### src/rtl/core/cwsm_pkg.sv
`timescale 1ns / 1ps
package cwsm_pkg;

  localparam int ANGLE_BITS_DEF = 13;
  localparam int QUEUE_DEPTH    = 4;
  localparam int SPEED_LIMIT    = 8888;

  localparam int CMD_W   = 12;
  localparam int TURN_W  = 14;
  localparam int GAIN_W  = 12;
  localparam int POWER_W = 16;
  localparam int SPIN_W  = 13;
  localparam int WHEEL_W = 15;
  localparam int FOLD_W  = 17;
  localparam int MIX_W   = 15;
  localparam int FPROD_W = 28;
  localparam int VEC_W   = 24;
  localparam int TRIG_W  = 17;
  localparam int COMB_W  = 18;
  localparam int PROD_W  = 42;
  localparam int SUM_W   = 44;
  localparam int FRAC_SH = 23;
  localparam int FOLLOW_SH = 15;
  localparam int QUOT_W  = SUM_W - FRAC_SH;

  localparam logic [FOLD_W-1:0]  FOLD_ONE    = 17'h10000;
  localparam logic [15:0]        QUARTER_ONE = 16'd32767;

  localparam logic [POWER_W-1:0] PWR_LOW  = 16'd30;
  localparam logic [POWER_W-1:0] PWR_MID  = 16'd100;
  localparam logic [POWER_W-1:0] PWR_HIGH = 16'd300;
  localparam logic [SPIN_W-1:0]  SPIN_LOW  = 13'd1800;
  localparam logic [SPIN_W-1:0]  SPIN_MID  = 13'd6000;
  localparam logic [SPIN_W-1:0]  SPIN_HIGH = 13'd2000;
  localparam logic [5:0]         SPIN_PER_WATT = 6'd60;

  typedef enum logic [1:0] {
    MODE_FOLLOW    = 2'd0,
    MODE_SPIN      = 2'd1,
    MODE_TRANSLATE = 2'd2
  } mode_t;

  typedef enum logic [1:0] {
    CLS_ZERO,
    CLS_FOLLOW,
    CLS_ROTATE
  } cls_t;

  typedef struct packed {
    cls_t              cls;
    logic [SPIN_W-1:0] spin;
    logic [CMD_W-1:0]  fwd;
    logic [CMD_W-1:0]  side;
    logic [TURN_W-1:0] turn;
    logic [GAIN_W-1:0] fgain;
    logic [GAIN_W-1:0] sgain;
    logic [FOLD_W-1:0] gs;
    logic              neg_s;
    logic [FOLD_W-1:0] gc;
    logic              neg_c;
  } cmd_t;

  function automatic logic [15:0] quarter_sine(input logic [5:0] idx);
    unique case (idx)
      6'd0:  quarter_sine = 16'd0;
      6'd1:  quarter_sine = 16'd1608;
      6'd2:  quarter_sine = 16'd3212;
      6'd3:  quarter_sine = 16'd4808;
      6'd4:  quarter_sine = 16'd6393;
      6'd5:  quarter_sine = 16'd7962;
      6'd6:  quarter_sine = 16'd9512;
      6'd7:  quarter_sine = 16'd11039;
      6'd8:  quarter_sine = 16'd12540;
      6'd9:  quarter_sine = 16'd14010;
      6'd10: quarter_sine = 16'd15447;
      6'd11: quarter_sine = 16'd16846;
      6'd12: quarter_sine = 16'd18205;
      6'd13: quarter_sine = 16'd19520;
      6'd14: quarter_sine = 16'd20788;
      6'd15: quarter_sine = 16'd22006;
      6'd16: quarter_sine = 16'd23170;
      6'd17: quarter_sine = 16'd24279;
      6'd18: quarter_sine = 16'd25330;
      6'd19: quarter_sine = 16'd26320;
      6'd20: quarter_sine = 16'd27246;
      6'd21: quarter_sine = 16'd28106;
      6'd22: quarter_sine = 16'd28899;
      6'd23: quarter_sine = 16'd29622;
      6'd24: quarter_sine = 16'd30274;
      6'd25: quarter_sine = 16'd30853;
      6'd26: quarter_sine = 16'd31357;
      6'd27: quarter_sine = 16'd31786;
      6'd28: quarter_sine = 16'd32138;
      6'd29: quarter_sine = 16'd32413;
      6'd30: quarter_sine = 16'd32610;
      6'd31: quarter_sine = 16'd32729;
      default: quarter_sine = QUARTER_ONE;
    endcase
  endfunction

endpackage

### src/rtl/core/cwsm_queue.sv
`timescale 1ns / 1ps
module cwsm_queue #(
  parameter int DEPTH = cwsm_pkg::QUEUE_DEPTH
) (
  input  logic           clk,
  input  logic           rst,
  input  logic           push_valid,
  output logic           full,
  input  cwsm_pkg::cmd_t push_cmd,
  output logic           pop_valid,
  input  logic           pop_ready,
  output cwsm_pkg::cmd_t pop_cmd
);
  import cwsm_pkg::*;

  localparam int IW = $clog2(DEPTH);
  localparam int CW = $clog2(DEPTH + 1);

  cmd_t          entry [DEPTH];
  logic [IW-1:0] wr_ptr;
  logic [IW-1:0] rd_ptr;
  logic [CW-1:0] count;
  logic          push;
  logic          pop;

  assign full      = (count == CW'(DEPTH));
  assign pop_valid = (count != '0);
  assign push      = push_valid && !full;
  assign pop       = pop_valid && pop_ready;
  assign pop_cmd   = entry[rd_ptr];

  always_ff @(posedge clk) begin
    if (rst) begin
      wr_ptr <= '0;
      rd_ptr <= '0;
      count  <= '0;
    end else begin
      if (push) begin
        wr_ptr <= (wr_ptr == IW'(DEPTH - 1)) ? '0 : wr_ptr + 1'b1;
      end
      if (pop) begin
        rd_ptr <= (rd_ptr == IW'(DEPTH - 1)) ? '0 : rd_ptr + 1'b1;
      end
      unique case ({push, pop})
        2'b10:   count <= count + 1'b1;
        2'b01:   count <= count - 1'b1;
        default: count <= count;
      endcase
    end
  end

  always_ff @(posedge clk) begin
    if (push) begin
      entry[wr_ptr] <= push_cmd;
    end
  end

  a_count_bound: assert property (@(posedge clk) disable iff (rst)
    count <= CW'(DEPTH))
    else $error("queue count beyond depth");

  a_empty_ptrs: assert property (@(posedge clk) disable iff (rst)
    (count == '0) |-> (wr_ptr == rd_ptr))
    else $error("empty queue with pointers apart");

  a_full_ptrs: assert property (@(posedge clk) disable iff (rst)
    full |-> (wr_ptr == rd_ptr))
    else $error("full queue with pointers apart");

endmodule

### config.mk
export PLATFORM = sky130hd
export DESIGN_NAME = cwsm_queue
export DESIGN_NICKNAME = d
export VERILOG_FILES = /design/src/rtl/core/cwsm_pkg.sv /design/src/rtl/core/cwsm_queue.sv
export SDC_FILE = /design/constraint.sdc
export NUM_CORES = 1
export LEC_CHECK = 0
export BUFFER_PORTS_ARGS = -buffer_cell sky130_fd_sc_hd__buf_2
export CORE_ASPECT_RATIO = 0.75
export CORE_MARGIN = 4
export CORE_UTILIZATION = 60
export DETAILED_ROUTE_END_ITERATION = 8
export GPL_TIMING_DRIVEN = 0
export HOLD_SLACK_MARGIN = 0.02
export PLACE_DENSITY = 0.83
export SLEW_MARGIN = 5
export SYNTH_ARGS = -nofsm -noshare
export SYNTH_HDL_FRONTEND = slang
export SYNTH_SLANG_ARGS = --single-unit
### constraint.sdc
create_clock -name clk -period 9.85 [get_ports clk]
set_input_delay 2.4625 -clock clk [delete_from_list [all_inputs] [get_ports clk]]
set_output_delay 2.4625 -clock clk [all_outputs]
set_load 0.005 [all_outputs]
# [Word level (Yosys, flattened, before mapping)]
# Memories as Yosys holds them, arrays and structs flattened. A register that Yosys moved wholly into a read port is not among the register bits.
# Cells that the tools add are included.
# W data, S select, Z words.
[totals] mem_bits_rw=452 out_inout_bits=115 in_bits=117 reg_bits=7 wordCells=25 n_memories=1
[mem_list] memory="entry" words=4 word_bits=113 rd=1 rd_ports_with_merged_regs=1 write_ports=1 line_no="cwsm_queue.sv:19" source="cmd_t entry [DEPTH];"
[op_classes] eq_ne=5 n_reduce_logical=5 addsub=4 mux=7
[op_table] cell="$mux W2" n=4
[op_table] cell="$eq A2 B2 Y1 const B" n=3
[op_table] cell="$pmux W3 S2" n=1
[op_table] cell="$add A2 B1 Y2 const B" n=2
[op_table] cell="$add A3 B1 Y3 const B" n=1
[op_table] cell="$eq A3 B3 Y1 const B" n=1
[op_table] cell="$reduce_bool A3 Y1" n=1
[op_table] cell="$sub A3 B1 Y3 const B" n=1
[op_table] cell="$eq A2 B1 Y1 const B" n=1
[op_table] cell="$logic_and A1 B1 Y1" n=2
[op_table] cell="$mux W1" n=2
[op_table] cell="$reduce_bool A2 Y1" n=1
[op_table] cell="$logic_not A1 Y1" n=1

# [Depth between registers and ports, before layout]
[logic_depth] ltp_word=5 depth_mapped=10 ltp_nobuf=9

# [Worst setup path before layout]
# No wires, ideal clock.
[synth_path] path_type="input to register" start="in push_valid" end="mem entry[0][0] in the netlist's numbering (enable)" required_time_ps=9364 path_buffers=0 path_slack_ps=4257 setup_ps=486 arrival_ps=5107 stages=1 path_cell_list="and3_1"
[synth_via] elab_chain_len=3
[synth_rtl] item="start, declared" line_no="cwsm_queue.sv:7" source="input logic push_valid,"
[synth_rtl] item="$logic_and A1 B1 Y1" line_no="cwsm_queue.sv:28" source="assign push = push_valid && !full;"
[synth_rtl] item="$mux W1" line_no="cwsm_queue.sv:53" source="if (push) begin"
[synth_rtl] item="$mux W1 (not written as such)" line_no="cwsm_queue.sv:54" source="entry[wr_ptr] <= push_cmd;"
[synth_rtl] item="end, declared" line_no="cwsm_queue.sv:19"
# No other way between the ends.

==> results.sh <==
export IMPL_vdd_drop_max_uv=187
export IMPL_p_per_area_nw_per_um2=249
export IMPL_drv_slew=0
export IMPL_synth_area_leaders="edfxtp_1, mux4_2, dfxtp_1"
export IMPL_postCtsSetupBuffers=0
export IMPL_fmax_mhz=204
export IMPL_status="complete, no violations"
export IMPL_pwr_share_seq=0.483
export IMPL_wire_per_inst_um=26.2
export IMPL_die_w_um=201
export IMPL_crit_path_start_kind="register"
export IMPL_vias=7861
export IMPL_clock_skew_ns=0.0196
export IMPL_drive_gt1_frac=0.455
export IMPL_grt_max_degree=58
export IMPL_swShare=0.243
export IMPL_ctsHoldBuffers=0
export IMPL_power_share_combinational=0.201
export IMPL_die_h_um=153
export IMPL_path_max_fanout=10
export IMPL_syn_nets=769
export IMPL_yosysTopAreaCellShare=0.807
export IMPL_cts_tree="built"
export IMPL_netSwitchingPower_uw=1210
export IMPL_avgViaCountPerCell=5.97
export IMPL_p_total_uw=4970
export IMPL_nets=1051
export IMPL_numClockSinks=461
export IMPL_syn_area_per_cell_um2=26.1
export IMPL_syn_area_um2=16800
export IMPL_hold_viol=0
export IMPL_r2r_end="count[2]$_SDFFE_PP0P_"
export IMPL_syn_inst=645
export IMPL_crit_required_ns=7.39
export IMPL_ys_types=25
export IMPL_p_leak_uw=0.00675
export IMPL_relSlewSlack=0.554
export IMPL_portBuffers=230
export IMPL_p_clk_frac=0.316
export IMPL_yosysWarnings=0
export IMPL_yosys_area_top_type="edfxtp_1"
export IMPL_detail_route_iter0_violations=770
export IMPL_drv_cap=0
export IMPL_areaGrowthSynthToFinish_pct=18.8
export IMPL_initial_core_util=0.617
export IMPL_path_class="register to primary output"
export IMPL_holdWs_ns=0.528
export IMPL_clockRootBuffer="clkbuf_16"
export IMPL_placed_cells=1234
export IMPL_fill_cells=1460
export IMPL_cts_max_path_buffers=3
export IMPL_cts_made_buffers=42
export IMPL_finalCritPeriodShare=0.498
export IMPL_gp_congestion=0.722
export IMPL_remaining_drc_errors=0
export IMPL_routed_wl_um=34400
export IMPL_antenna_found_initial=7
export IMPL_seq_area_frac_synth=0.818
export IMPL_overflow=0
export IMPL_layout_commonest_cell="edfxtp_1"
export IMPL_crit_path_end_kind="primary output"
export IMPL_synth_seq_cells=461
export IMPL_final_cells=1317
export IMPL_crit_path_end="pop_cmd[87]"
export IMPL_core_rowCount=52
export IMPL_pin_count=232
export IMPL_grt_first_pass_wirelength_um=51900
export IMPL_r2r_start="count[2]$_SDFFE_PP0P_"
export IMPL_hold_class="register to register"
export IMPL_setup_tns_ns=0
export IMPL_floorplan_core_area_um2=27300
export IMPL_worstRegToRegCells=10
export IMPL_track_usage=0.223
export IMPL_place_hpwl_um=20800
export IMPL_grt_pass1_vias=8350
export IMPL_rsz0062_at_grt="no"
export IMPL_die_area_um2=30800
export IMPL_cts_resized=0
export IMPL_min_period_ns=4.90
export IMPL_final_cell_mix="edfxtp_1, buf_2, mux4_2"
export IMPL_ant_nets=0
export IMPL_r2r_slack_ns=7.35
export IMPL_drt_first_pass_iters=6
export IMPL_arrival_ns=2.44
export IMPL_clk_latency_ns=0.54
export IMPL_final_util=0.733
export IMPL_worstMarginPinSlew_ns=0.669
export IMPL_clkTransAtPathRegs_ns=0.06
export IMPL_p_int_uw=3760
export IMPL_setup_violations=0
export IMPL_cts_max_level=2
==> area by class of cell <==
type	instances	area (µm²)	area share
antenna	8	20.0	0.00100
timing repair buffer	238	1360	0.0683
clock buffer	55	1120	0.0561
sequential	461	13800	0.688
clock inverter	20	196	0.00983
multi-input combinational	148	2840	0.142
tap	351	439	0.0220
inverter	8	30.0	0.00150
buffer	28	219	0.0110
==> per-layer routing <==
layer	routed length, µm	up-vias	GRT usage
met5	27	-	0
met4	736	4	0.0592
met3	3090	52	0.0572
met2	17200	377	0.355
met1	13400	4072	0.319
li1	-	3356	-
==> worst min-delay path by stage <==
stage / startpoint / endpoint / slack, ns / cells after the start
floorplan: rd_ptr[0]$_SDFFE_PP0P_ / register / 0.46 / 2
global placement: rd_ptr[0]$_SDFFE_PP0P_ / rd_ptr[0]$_SDFFE_PP0P_ / 0.48 / 2
detailed placement: count[2]$_SDFFE_PP0P_ / count[2]$_SDFFE_PP0P_ / 0.51 / 2
CTS: count[2]$_SDFFE_PP0P_ / count[2]$_SDFFE_PP0P_ / 0.53 / 2
global route: count[2]$_SDFFE_PP0P_ / count[2]$_SDFFE_PP0P_ / 0.56 / 2
finish: count[2]$_SDFFE_PP0P_ / count[2]$_SDFFE_PP0P_ / 0.53 / 2
==> worst max-delay path, stage by stage, from the launching register on <==
cell and delay, ns:
dfxtp_1 0.30, clkbuf_1 0.37, buf_2 0.35, buf_2 0.35, mux4_2 0.39, buf_2 0.15
==> kinds of logic after synthesis <==
logic type      Yosys count  synth area share
fa+ha+maj                 7           0.00565
mux                     114             0.152
buf+inv                  36            0.0148
flops                   461             0.818
compound gates            8           0.00312
xor+xnor                  2           0.00104
simple gates             17           0.00565
==> synthesized netlist by cell type <==
cell type,n
a21o_1,1
a21oi_1,4
and2_4,1
and3_1,4
buf_2,13
buf_6,1
buf_8,8
clkbuf_1,6
dfxtp_1,9
edfxtp_1,452
fa_1,1
ha_1,6
inv_1,8
mux2i_1,1
mux4_2,113
nand2_1,1
nand3_1,2
nor2_1,4
nor3_1,1
o21ai_0,1
o31ai_1,1
o31ai_2,1
or3_1,3
or3b_1,1
xor2_1,2
==> metrics by stage <==
| stage | cell area (µm²) | setup WS [ns] |
|---|---|---|
| CTS | 20000 | 4.82 |
| finish | 20000 | 4.95 |
| global placement | 18400 | 2.26 |
| global route | 20000 | 4.78 |
| floorplan | 16800 | 4.26 |
| detailed placement | 18600 | 5.42 |
==> sequential cells by signal (all words and copies together) (netlist names), named ones only <==
register and count:
entry 452, wr_ptr 2, rd_ptr 2, count 3
==> power groups by stage <==
stage	sequential (µW)	clock [µW]	combinational (µW)
6_report	2400	1570	1000
5_1_grt	2410	1680	1080
4_1_cts	2400	1600	1020
3_5_place_dp	2440	0	1000
3_3_place_gp	2460	0	954
2_1_floorplan	2440	0	596
No activity file was read; power rests on OpenSTA's default activity.
