`src/rtl/core/cwsm_pkg.sv`:
```
`timescale 1ns / 1ps
package cwsm_pkg;

  localparam int ANGLE_BITS_DEF = 13;
  localparam int QUEUE_DEPTH    = 4;
  localparam int SPEED_LIMIT    = 8888;

  localparam int CMD_W   = 12;
  localparam int TURN_W  = 14;
  localparam int GAIN_W  = 12;
  localparam int POWER_W = 16;
  localparam int SPIN_W  = 13;
  localparam int WHEEL_W = 15;
  localparam int FOLD_W  = 17;
  localparam int MIX_W   = 15;
  localparam int FPROD_W = 28;
  localparam int VEC_W   = 24;
  localparam int TRIG_W  = 17;
  localparam int COMB_W  = 18;
  localparam int PROD_W  = 42;
  localparam int SUM_W   = 44;
  localparam int FRAC_SH = 23;
  localparam int FOLLOW_SH = 15;
  localparam int QUOT_W  = SUM_W - FRAC_SH;

  localparam logic [FOLD_W-1:0]  FOLD_ONE    = 17'h10000;
  localparam logic [15:0]        QUARTER_ONE = 16'd32767;

  localparam logic [POWER_W-1:0] PWR_LOW  = 16'd30;
  localparam logic [POWER_W-1:0] PWR_MID  = 16'd100;
  localparam logic [POWER_W-1:0] PWR_HIGH = 16'd300;
  localparam logic [SPIN_W-1:0]  SPIN_LOW  = 13'd1800;
  localparam logic [SPIN_W-1:0]  SPIN_MID  = 13'd6000;
  localparam logic [SPIN_W-1:0]  SPIN_HIGH = 13'd2000;
  localparam logic [5:0]         SPIN_PER_WATT = 6'd60;

  typedef enum logic [1:0] {
    MODE_FOLLOW    = 2'd0,
    MODE_SPIN      = 2'd1,
    MODE_TRANSLATE = 2'd2
  } mode_t;

  typedef enum logic [1:0] {
    CLS_ZERO,
    CLS_FOLLOW,
    CLS_ROTATE
  } cls_t;

  typedef struct packed {
    cls_t              cls;
    logic [SPIN_W-1:0] spin;
    logic [CMD_W-1:0]  fwd;
    logic [CMD_W-1:0]  side;
    logic [TURN_W-1:0] turn;
    logic [GAIN_W-1:0] fgain;
    logic [GAIN_W-1:0] sgain;
    logic [FOLD_W-1:0] gs;
    logic              neg_s;
    logic [FOLD_W-1:0] gc;
    logic              neg_c;
  } cmd_t;

  function automatic logic [15:0] quarter_sine(input logic [5:0] idx);
    unique case (idx)
      6'd0:  quarter_sine = 16'd0;
      6'd1:  quarter_sine = 16'd1608;
      6'd2:  quarter_sine = 16'd3212;
      6'd3:  quarter_sine = 16'd4808;
      6'd4:  quarter_sine = 16'd6393;
      6'd5:  quarter_sine = 16'd7962;
      6'd6:  quarter_sine = 16'd9512;
      6'd7:  quarter_sine = 16'd11039;
      6'd8:  quarter_sine = 16'd12540;
      6'd9:  quarter_sine = 16'd14010;
      6'd10: quarter_sine = 16'd15447;
      6'd11: quarter_sine = 16'd16846;
      6'd12: quarter_sine = 16'd18205;
      6'd13: quarter_sine = 16'd19520;
      6'd14: quarter_sine = 16'd20788;
      6'd15: quarter_sine = 16'd22006;
      6'd16: quarter_sine = 16'd23170;
      6'd17: quarter_sine = 16'd24279;
      6'd18: quarter_sine = 16'd25330;
      6'd19: quarter_sine = 16'd26320;
      6'd20: quarter_sine = 16'd27246;
      6'd21: quarter_sine = 16'd28106;
      6'd22: quarter_sine = 16'd28899;
      6'd23: quarter_sine = 16'd29622;
      6'd24: quarter_sine = 16'd30274;
      6'd25: quarter_sine = 16'd30853;
      6'd26: quarter_sine = 16'd31357;
      6'd27: quarter_sine = 16'd31786;
      6'd28: quarter_sine = 16'd32138;
      6'd29: quarter_sine = 16'd32413;
      6'd30: quarter_sine = 16'd32610;
      6'd31: quarter_sine = 16'd32729;
      default: quarter_sine = QUARTER_ONE;
    endcase
  endfunction

endpackage

```
`src/rtl/core/cwsm_front.sv`:
```
`timescale 1ns / 1ps
module cwsm_front #(
  parameter int ANGLE_BITS = cwsm_pkg::ANGLE_BITS_DEF
) (
  input  logic                                   clk,
  input  logic                                   rst,
  input  logic                                   cfg_valid,
  output logic                                   cfg_ready,
  input  logic [ANGLE_BITS-1:0]                  cfg_yaw_zero_offset,
  input  logic                                   in_valid,
  output logic                                   in_stall,
  input  logic [1:0]                             mode,
  input  logic signed [cwsm_pkg::CMD_W-1:0]      forward_cmd,
  input  logic signed [cwsm_pkg::CMD_W-1:0]      side_cmd,
  input  logic signed [cwsm_pkg::TURN_W-1:0]     turn_cmd,
  input  logic [cwsm_pkg::GAIN_W-1:0]            forward_gain,
  input  logic [cwsm_pkg::GAIN_W-1:0]            side_gain,
  input  logic [ANGLE_BITS-1:0]                  yaw_angle,
  input  logic [cwsm_pkg::POWER_W-1:0]           power_cap,
  output logic                                   push_valid,
  input  logic                                   push_full,
  output cwsm_pkg::cmd_t                         push_cmd
);
  import cwsm_pkg::*;

  localparam int QB = ANGLE_BITS - 2;

  logic [ANGLE_BITS-1:0] yaw_zero_offset;
  logic                  fv;
  cmd_t                  fcmd;
  cmd_t                  cmd_next;
  logic [ANGLE_BITS-1:0] heading;
  logic [ANGLE_BITS-1:0] heading_cos;
  logic [SPIN_W-1:0]     spin;
  logic                  accept;
  logic                  push;

  function automatic logic [FOLD_W-1:0] fold(input logic [ANGLE_BITS-1:0] p);
    logic [15:0] f;
    f = 16'(p[QB-1:0]) << (16 - QB);
    fold = p[QB] ? (FOLD_ONE - {1'b0, f}) : {1'b0, f};
  endfunction

  assign heading     = yaw_angle - yaw_zero_offset;
  assign heading_cos = heading + (ANGLE_BITS'(1) << QB);

  always_comb begin
    priority if (power_cap < PWR_LOW) begin
      spin = SPIN_LOW;
    end else if (power_cap > PWR_HIGH) begin
      spin = SPIN_HIGH;
    end else if (power_cap > PWR_MID) begin
      spin = SPIN_MID;
    end else begin
      spin = SPIN_W'(power_cap[6:0]) * SPIN_W'(SPIN_PER_WATT);
    end
  end

  always_comb begin
    cmd_next.fwd   = forward_cmd;
    cmd_next.side  = side_cmd;
    cmd_next.turn  = turn_cmd;
    cmd_next.fgain = forward_gain;
    cmd_next.sgain = side_gain;
    cmd_next.gs    = fold(heading);
    cmd_next.neg_s = heading[ANGLE_BITS-1];
    cmd_next.gc    = fold(heading_cos);
    cmd_next.neg_c = heading_cos[ANGLE_BITS-1];
    unique case (mode_t'(mode))
      MODE_FOLLOW: begin
        cmd_next.cls  = CLS_FOLLOW;
        cmd_next.spin = '0;
      end
      MODE_SPIN: begin
        cmd_next.cls  = CLS_ROTATE;
        cmd_next.spin = spin;
      end
      MODE_TRANSLATE: begin
        cmd_next.cls  = CLS_ROTATE;
        cmd_next.spin = '0;
      end
      default: begin
        cmd_next.cls  = CLS_ZERO;
        cmd_next.spin = '0;
      end
    endcase
  end

  assign in_stall   = fv && push_full;
  assign accept     = in_valid && !in_stall;
  assign push       = fv && !push_full;
  assign push_valid = fv;
  assign push_cmd   = fcmd;
  assign cfg_ready  = 1'b1;

  always_ff @(posedge clk) begin
    if (rst) begin
      fv              <= 1'b0;
      yaw_zero_offset <= '0;
    end else begin
      if (cfg_valid && cfg_ready) begin
        yaw_zero_offset <= cfg_yaw_zero_offset;
      end
      if (accept) begin
        fv <= 1'b1;
      end else if (push) begin
        fv <= 1'b0;
      end
    end
  end

  always_ff @(posedge clk) begin
    if (accept) begin
      fcmd <= cmd_next;
    end
  end

endmodule

```
`config.mk`:
```
export PLATFORM = sky130hd
export DESIGN_NAME = cwsm_front
export DESIGN_NICKNAME = d
export VERILOG_FILES = /design/src/rtl/core/cwsm_pkg.sv /design/src/rtl/core/cwsm_front.sv
export SDC_FILE = /design/constraint.sdc
export NUM_CORES = 1
export LEC_CHECK = 0
export BUFFER_PORTS_ARGS = -buffer_cell sky130_fd_sc_hd__buf_2
export CORE_ASPECT_RATIO = 0.9
export CORE_UTILIZATION = 53
export DETAILED_ROUTE_END_ITERATION = 10
export GPL_ROUTABILITY_DRIVEN = 0
export PLACE_DENSITY = 0.91
export SYNTH_ARGS = -nofsm -noshare
export SYNTH_HDL_FRONTEND = slang
export SYNTH_SLANG_ARGS = --single-unit
```
`constraint.sdc`:
```
create_clock -name clk -period 15.9 [get_ports clk]
set_input_delay 2.385 -clock clk [delete_from_list [all_inputs] [get_ports clk]]
set_output_delay 2.385 -clock clk [all_outputs]
set_load 0.02 [all_outputs]
```
# Word-level counts from Yosys, hierarchy flattened
# Index checks and enable logic that the tools add are counted.
# word_totals
regBits,127
latchBits,0
mem_bits_rw,0
romBits,0
input_bits,111
out_inout_bits,116
elab_cells,40
mem_count,0
# op_classes
addsub,4
multipliers,1
n_div,0
n_lt_le_gt_ge,3
n_eq_ne,2
n_shift,0
mux,8
bitwise_logic,0
n_reduce_logical,7
# op_table
operator,n
$pmux 15 s3,1
$mux 13,3
$sub 17x16->17 const A,2
$mux 16,2
$gt 16x7->1 const B,1
$gt 16x9->1 const B,1
$lt 16x5->1 const B,1
$add 13x12->13 const B,1
$sub 13x13->13,1
$mul 7x4->11 const B,1
$logic_and 1x1->1,3
$eq 2x1->1 const B,1
$eq 2x2->1 const B,1
$logic_not 1->1,2
$logic_not 2->1,1
$mux 1,2
$reduce_bool 2->1,1

# Logic depth before layout (Yosys ltp)
# Gate-level depths: netlist (run 1).
# logic_depth
ltp_word,5
mapped_depth,12
depth_no_buf,12

# Worst setup path before layout (run 1)
# OpenSTA, ideal clock, no wires.
# synth_timing
path_kind,input -> register
startpoint,input port push_full
endpoint,"register fcmd, in the netlist push_cmd[0], enable pin"
setup_time_ps,569
arrival_ps,7042
required_time_ps,15331
path_slack_ps,8289
stages,2
n_path_buf,0
path_cell_list,and2_1 > nor2b_1
# synth_between
elab_chain_len,3
# synth_rtl
item,line,text
from (decl),cwsm_front.sv:21,"input logic push_full,"
$logic_and 1x1->1,cwsm_front.sv:89,assign in_stall = fv && push_full;
$logic_not 1->1,cwsm_front.sv:90,assign accept = in_valid && !in_stall;
$logic_and 1x1->1,cwsm_front.sv:90,
named net accept,cwsm_front.sv:35,logic accept;
to (signal assigned),cwsm_front.sv:114,fcmd <= cmd_next;
to (decl),cwsm_front.sv:30,cmd_t fcmd;
# The timed path passes the listed nets, and every way through them passes these cells.
# A chain may end at the register's enable or synchronous reset.

# Worst setup path in the final report (run 1)
# layout_timing
startpoint,input port push_full
endpoint,output port in_stall
# layout_between
elab_chain_len,1
# layout_rtl
item,line,text
$logic_and 1x1->1,cwsm_front.sv:89,
to (decl),cwsm_front.sv:11,"output logic in_stall,"
# No other way between the ends.

==> metrics, run 1 <==
status finished, violations left; failing checks design-rule violations; Die Area 11230 um^2; NetSw 274.9 uW; initial antenna violation count 0; critical path type in2out; layout cells sized above 1 39.20%; number of remaining DRC errors 18; Root Driver clkbuf_16; aggregate negative setup slack 0 ns; Mapped Cells 441; synth top area cells edfxtp_1, ha_1, dfxtp_1; RSZ-0062 raised after global routing no; register area share after synthesis 57.32%; cts bufs inserted 17; ys flop type edfxtp_1; Power Dens Cells 125.5 nW/um^2; DRT Wirelength 13360 um; Synth Warn # 0; grt total ovfl 0; # Max-Cap Violations 0; Die X-Extent 111.6 um; HP Class reg2reg; LEAKAGE 3.348 nW; Die Height 100.6 um; cts repair resizes 0; # rows 35; asr flop ratio synth 0%; average cell area after synthesis 12.99 um^2; Skew-Pair Late Insertion Delay 0.40 ns; flip-flop and latch count after synthesis 114; hold slack 0.4946 ns; Final Cycle Share 33.21%; CP Launch Type primary input; PortBufs 213; switch share 29.50%; final hold vios 0; cell mode on critical path buf_2; largest area contributor in the netlist edfxtp_1; first-iteration detailed-routing DRC count 357; crit-path cells buf_2 -> and2_1 -> buf_2; CTS max path bufs 2; I/O Pins 227; Setup Buffers After CTS 0; Hold Buf Count CTS 0; max-slew violation count 0; H-tree level count 4; vias in the first global route 4203; Worst slew margin 38.34%; area delta synth->final 29.60%; Initial Util 55.19%; Slew @ Worst Pin 0.9249 ns; Worst EP arrival 2.90 ns; # diodes 0; Synth cell types 55; Internal 657.0 uW; CP endpoint kind output port; Synth top area share 52.42%; Final ANT Viol Nets 0; clock slew at reported path FFs 0.06 ns; CTS tree yes; worst vdd ir 0.08300 mV; Logic pwr share 22.7%; first-pass GRT wire length 21070 um; Post-synth EDFFs 100; share of power burned in registers 39.5%; Post-synth top cells edfxtp_1, ha_1, inv_1, nor2_1, a21oi_1; Max FO, Critical Path 3; DR vias 4165; 1st-pass router iterations 7; min cycle time layout 5.280 ns; largest net degree at the start of global routing 76; maximum clock rate 189.4 MHz; slowest stage delay, CP 0.23 ns; slowest CP cell buf_2; register area 3283 um^2; WL/cell 16.60 um; Max Clock Skew 0.007169 ns; Critical Path RT 13.52 ns; hpwl dp 10300 um; total track usage 24.58%; most numerous cell in the Yosys netlist edfxtp_1; footprint of the multi-input gates 2205 um^2; number of fill cells 707; nets 827; clock network power share 37.8%; endpoints failing setup 0; Vias/cell 5.174; core area 10380 um^2; Mapped Area 5728 um^2; clock sink total 114
## metal layers
layer / routed length [um] / GRT usage (%)
met1: 5085 / 27.70
met2: 7075 / 44.66
met3: 902 / 6.615
met4: 296 / 9.875
met5: 0 / 0
## placed cells by master, fill, tap and decap left out, types with 5 or more instances in the layout
cell type and n:
buf_2 213, edfxtp_1 100, ha_1 40, inv_1 36, nor2_1 36, a21oi_1 27, xnor2_1 24, nand2_1 23
clkbuf_16 17, dfxtp_1 14, mux2i_1 13, conb_1 13, fa_1 12, nor3_1 8, o21ai_0 8, a21o_1 8
xor2_1 7, clkinv_4 5
## worst max-delay path: cells and delay by family
kind / cells / cell delay, ns
buf+inv: 2 / 0.30
simple gates: 1 / 0.21
## final cells by class
cell class | instances | area share, %
Clock inverter | 14 | 1.787
Inverter | 36 | 1.820
Sequential cell | 114 | 44.23
Timing Repair Buffer | 215 | 14.56
Multi-Input combinational cell | 280 | 29.70
Clock buffer | 17 | 5.731
Tap cell | 129 | 2.174
## worst paths after layout
check | startpoint | depth (start not counted) | to | slack (ns)
worst max-delay path | push_full | 3 | in_stall | 10.62
worst min-delay path | yaw_zero_offset[8] | 2 | yaw_zero_offset[8] | 0.49
worst max register to register | yaw_zero_offset[0] | 10 | push_cmd[35] | 12.73
worst min register to register | yaw_zero_offset[8] | 2 | yaw_zero_offset[8] | 0.49
## power by group through the flow
stage               clock [mW]  combinational (mW)  sequential (mW)
CTS                      0.359               0.211            0.369
floorplan                    0               0.114            0.408
global route             0.370               0.229            0.371
finish                   0.352               0.211            0.368
global placement             0               0.198            0.374
detailed placement           0               0.208            0.374
## registers in the layout (all words and copies together), names as in the netlist
name	flops
push_cmd	100
yaw_zero_offset	13
push_valid	1
## through the flow
step                utilization (%)  setup slack (ns)  total power, mW  cell area, um^2  std cells
floorplan                         -             8.289           0.5222             5769        452
global placement              66.15             10.61           0.5718             6865        774
detailed placement            66.15             10.46           0.5820             6865        774
CTS                           71.53             10.62           0.9382             7423        805
global route                  71.53             10.61           0.9708             7423        805
finish                        71.53             10.62           0.9319             7423        805
## cells by family after synthesis
family	after synthesis	share of synthesized area, %
compound gates	71	8.497
xor+xnor	32	5.221
fa+ha+maj	52	12.93
buf+inv	58	5.046
flops	114	57.32
mux	13	2.272
other cells	2	0.1311
simple gates	99	8.585
(Power assumes the default switching activity.)
==> run 2: changes to the inputs <==
CORE_UTILIZATION = 49   (was 53)
PLACE_DENSITY = 0.86   (was 0.91)
clock period = 5.3 ns   (was 15.9 ns; I/O delays follow)
==> metrics, run 2 (synthesized netlist as in run 1, its figures left out) <==
status finished, final reports clean; Vias/cell 4.995 (-3.5%); max-slew violation count 0 (unchanged); largest net degree at the start of global routing 52 (-32%); core area 11390 um^2 (+9.7%); maximum clock rate 290.6 MHz; Skew-Pair Late Insertion Delay 0.41 ns (about the same); highest routed layer met4; Setup Buffers After CTS 0 (unchanged); DRT Wirelength 12990 um (-2.8%); met3 WL post-DR 981 um (+8.8%); hold slack 0.4959 ns (+0.001216 ns); clock sink total 114 (unchanged); # rows 37 (+5.7%); Slew @ Worst Pin 0.6497 ns (-0.2751 ns); DR vias 4166 (+0.024%); CP endpoint kind register; routed length on met1 4904 um (-3.6%); Final Cycle Share 64.93%; endpoints failing setup 0 (unchanged); I/O Pins 227 (unchanged); clock network power share 39.0% (+1.2 points); Critical Path RT 5.44 ns (-8.08 ns); Hold Buf Count CTS 0 (unchanged); Root Driver clkbuf_16; RSZ-0062 raised after global routing no; Max Clock Skew 0.008134 ns (+0.0009653 ns); vias in the first global route 4067 (-3.2%); H-tree level count 4 (unchanged); # Max-Cap Violations 0 (unchanged); CP Launch Type primary input; Final ANT Viol Nets 0 (unchanged); 1st-pass router iterations 4 (-3); first-pass GRT wire length 19870 um (-5.7%); HP Class reg2reg; aggregate negative setup slack 0 ns (unchanged); Die Area 12130 um^2 (+8.0%); grt total ovfl 0 (unchanged); layout cells sized above 1 38.35% (-0.85 points); Die Height 104.6 um (+3.9%); commonest non-fill, non-tap cell in the layout buf_2; total track usage 21.93% (-2.7 points); Worst EP arrival 3.58 ns (+0.68 ns); clock slew at reported path FFs 0.05 ns (about the same); nets 828 (+0.12%); # diodes 0 (unchanged); min cycle time layout 3.441 ns; worst vdd ir 0.2063 mV (+150%); NetSw 780.8 uW (+180%); Die X-Extent 116.0 um (+3.9%); CTS tree yes; DR WL met2 6667 um (-5.8%); share of power burned in registers 39.0% (-0.5 points); critical path type in2reg; CTS max path bufs 2 (unchanged); number of remaining DRC errors 0 (-18); switch share 27.49% (-2.0 points); commonest cells after routing, fill and taps aside buf_2, edfxtp_1, ha_1; LEAKAGE 3.360 nW (+0.36%); Worst slew margin 55.56% (+17 points); PortBufs 213 (unchanged); Initial Util 50.30% (-4.9 points); Power Dens Cells 379.5 nW/um^2 (+200%); WL/cell 15.57 um (-6.2%); max reg flops 100 (unchanged); Max FO, Critical Path 5 (+2); cts repair resizes 0 (unchanged); hpwl dp 10230 um (-0.63%); cts bufs inserted 17 (unchanged); area delta synth->final 30.69%; Internal 2.060 mW (+210%); initial antenna violation count 0 (unchanged); first-iteration detailed-routing DRC count 306 (-14%); Logic pwr share 22.0% (-0.7 points); final hold vios 0 (unchanged); number of fill cells 877 (+24%)
## run 2: cell types whose count changed in the layout (fill, tap and decap cells not counted), moves of 2 or more
cell | previous run | this run
clkinv_1 | 0 | 2
clkinv_4 | 5 | 2
inv_6 | 3 | 0
clkbuf_1 | 0 | 5
bufinv_16 | 1 | 3
## run 2: metrics by stage
stage	setup slack, ns	cell area (um^2)	power (mW)	utilization (%)	cells
final	1.859	7486	2.841	65.73	834
after global routing	1.750	7486	2.965	65.73	834
after CTS	1.889	7486	2.866	65.73	834
after detailed placement	1.462	6907	1.748	60.65	802
after global placement	1.591	6907	1.719	60.65	802
after floorplan	1.193	5772	1.564	-	452
## run 2: critical path: stages
cell and delay [ns]:
buf_2 0.15, inv_1 0.16, fa_1 0.47, fa_1 0.52
inv_1 0.05, ha_1 0.33, a21o_1 0.17, a21oi_1 0.22
o21bai_1 0.10, a21oi_1 0.22, o21ai_0 0.15, xnor2_1 0.16
a21oi_1 0.09
## run 2: power by group through the flow
stage / clock network [mW] / logic [mW] / registers (mW)
detailed placement: 0 / 0.624 / 1.12
CTS: 1.13 / 0.628 / 1.11
finish: 1.11 / 0.626 / 1.11
floorplan: 0 / 0.342 / 1.22
global route: 1.17 / 0.682 / 1.11
global placement: 0 / 0.598 / 1.12
## run 2: per-layer routing
metal / vias up / GRT usage [%]
li1: 1985 / -
met1: 1969 / 24.52
met2: 179 / 37.50
met3: 33 / 7.193
met4: 0 / 10.07
met5: - / 0
## run 2: area by class of cell
cell class	count	area [um^2]	share of cell area, %
clock inverters	10	135.1	1.805
multi-input cells	280	2205	29.45
repair buffers	216	1089	14.54
flip-flops and latches	114	3283	43.86
well taps	156	195.2	2.607
clock buffers	22	444.2	5.933
inverters	36	135.1	1.805
## run 2: worst paths after layout
kind / from / endpoint / slack, ns / cells after the start
worst max-delay path: power_cap[3] / push_cmd[110] / 1.86 / 13
worst min register to register: yaw_zero_offset[9] / yaw_zero_offset[9] / 0.50 / 2
worst max register to register: yaw_zero_offset[0] / push_cmd[17] / 2.17 / 10
worst min-delay path: yaw_zero_offset[9] / yaw_zero_offset[9] / 0.50 / 2
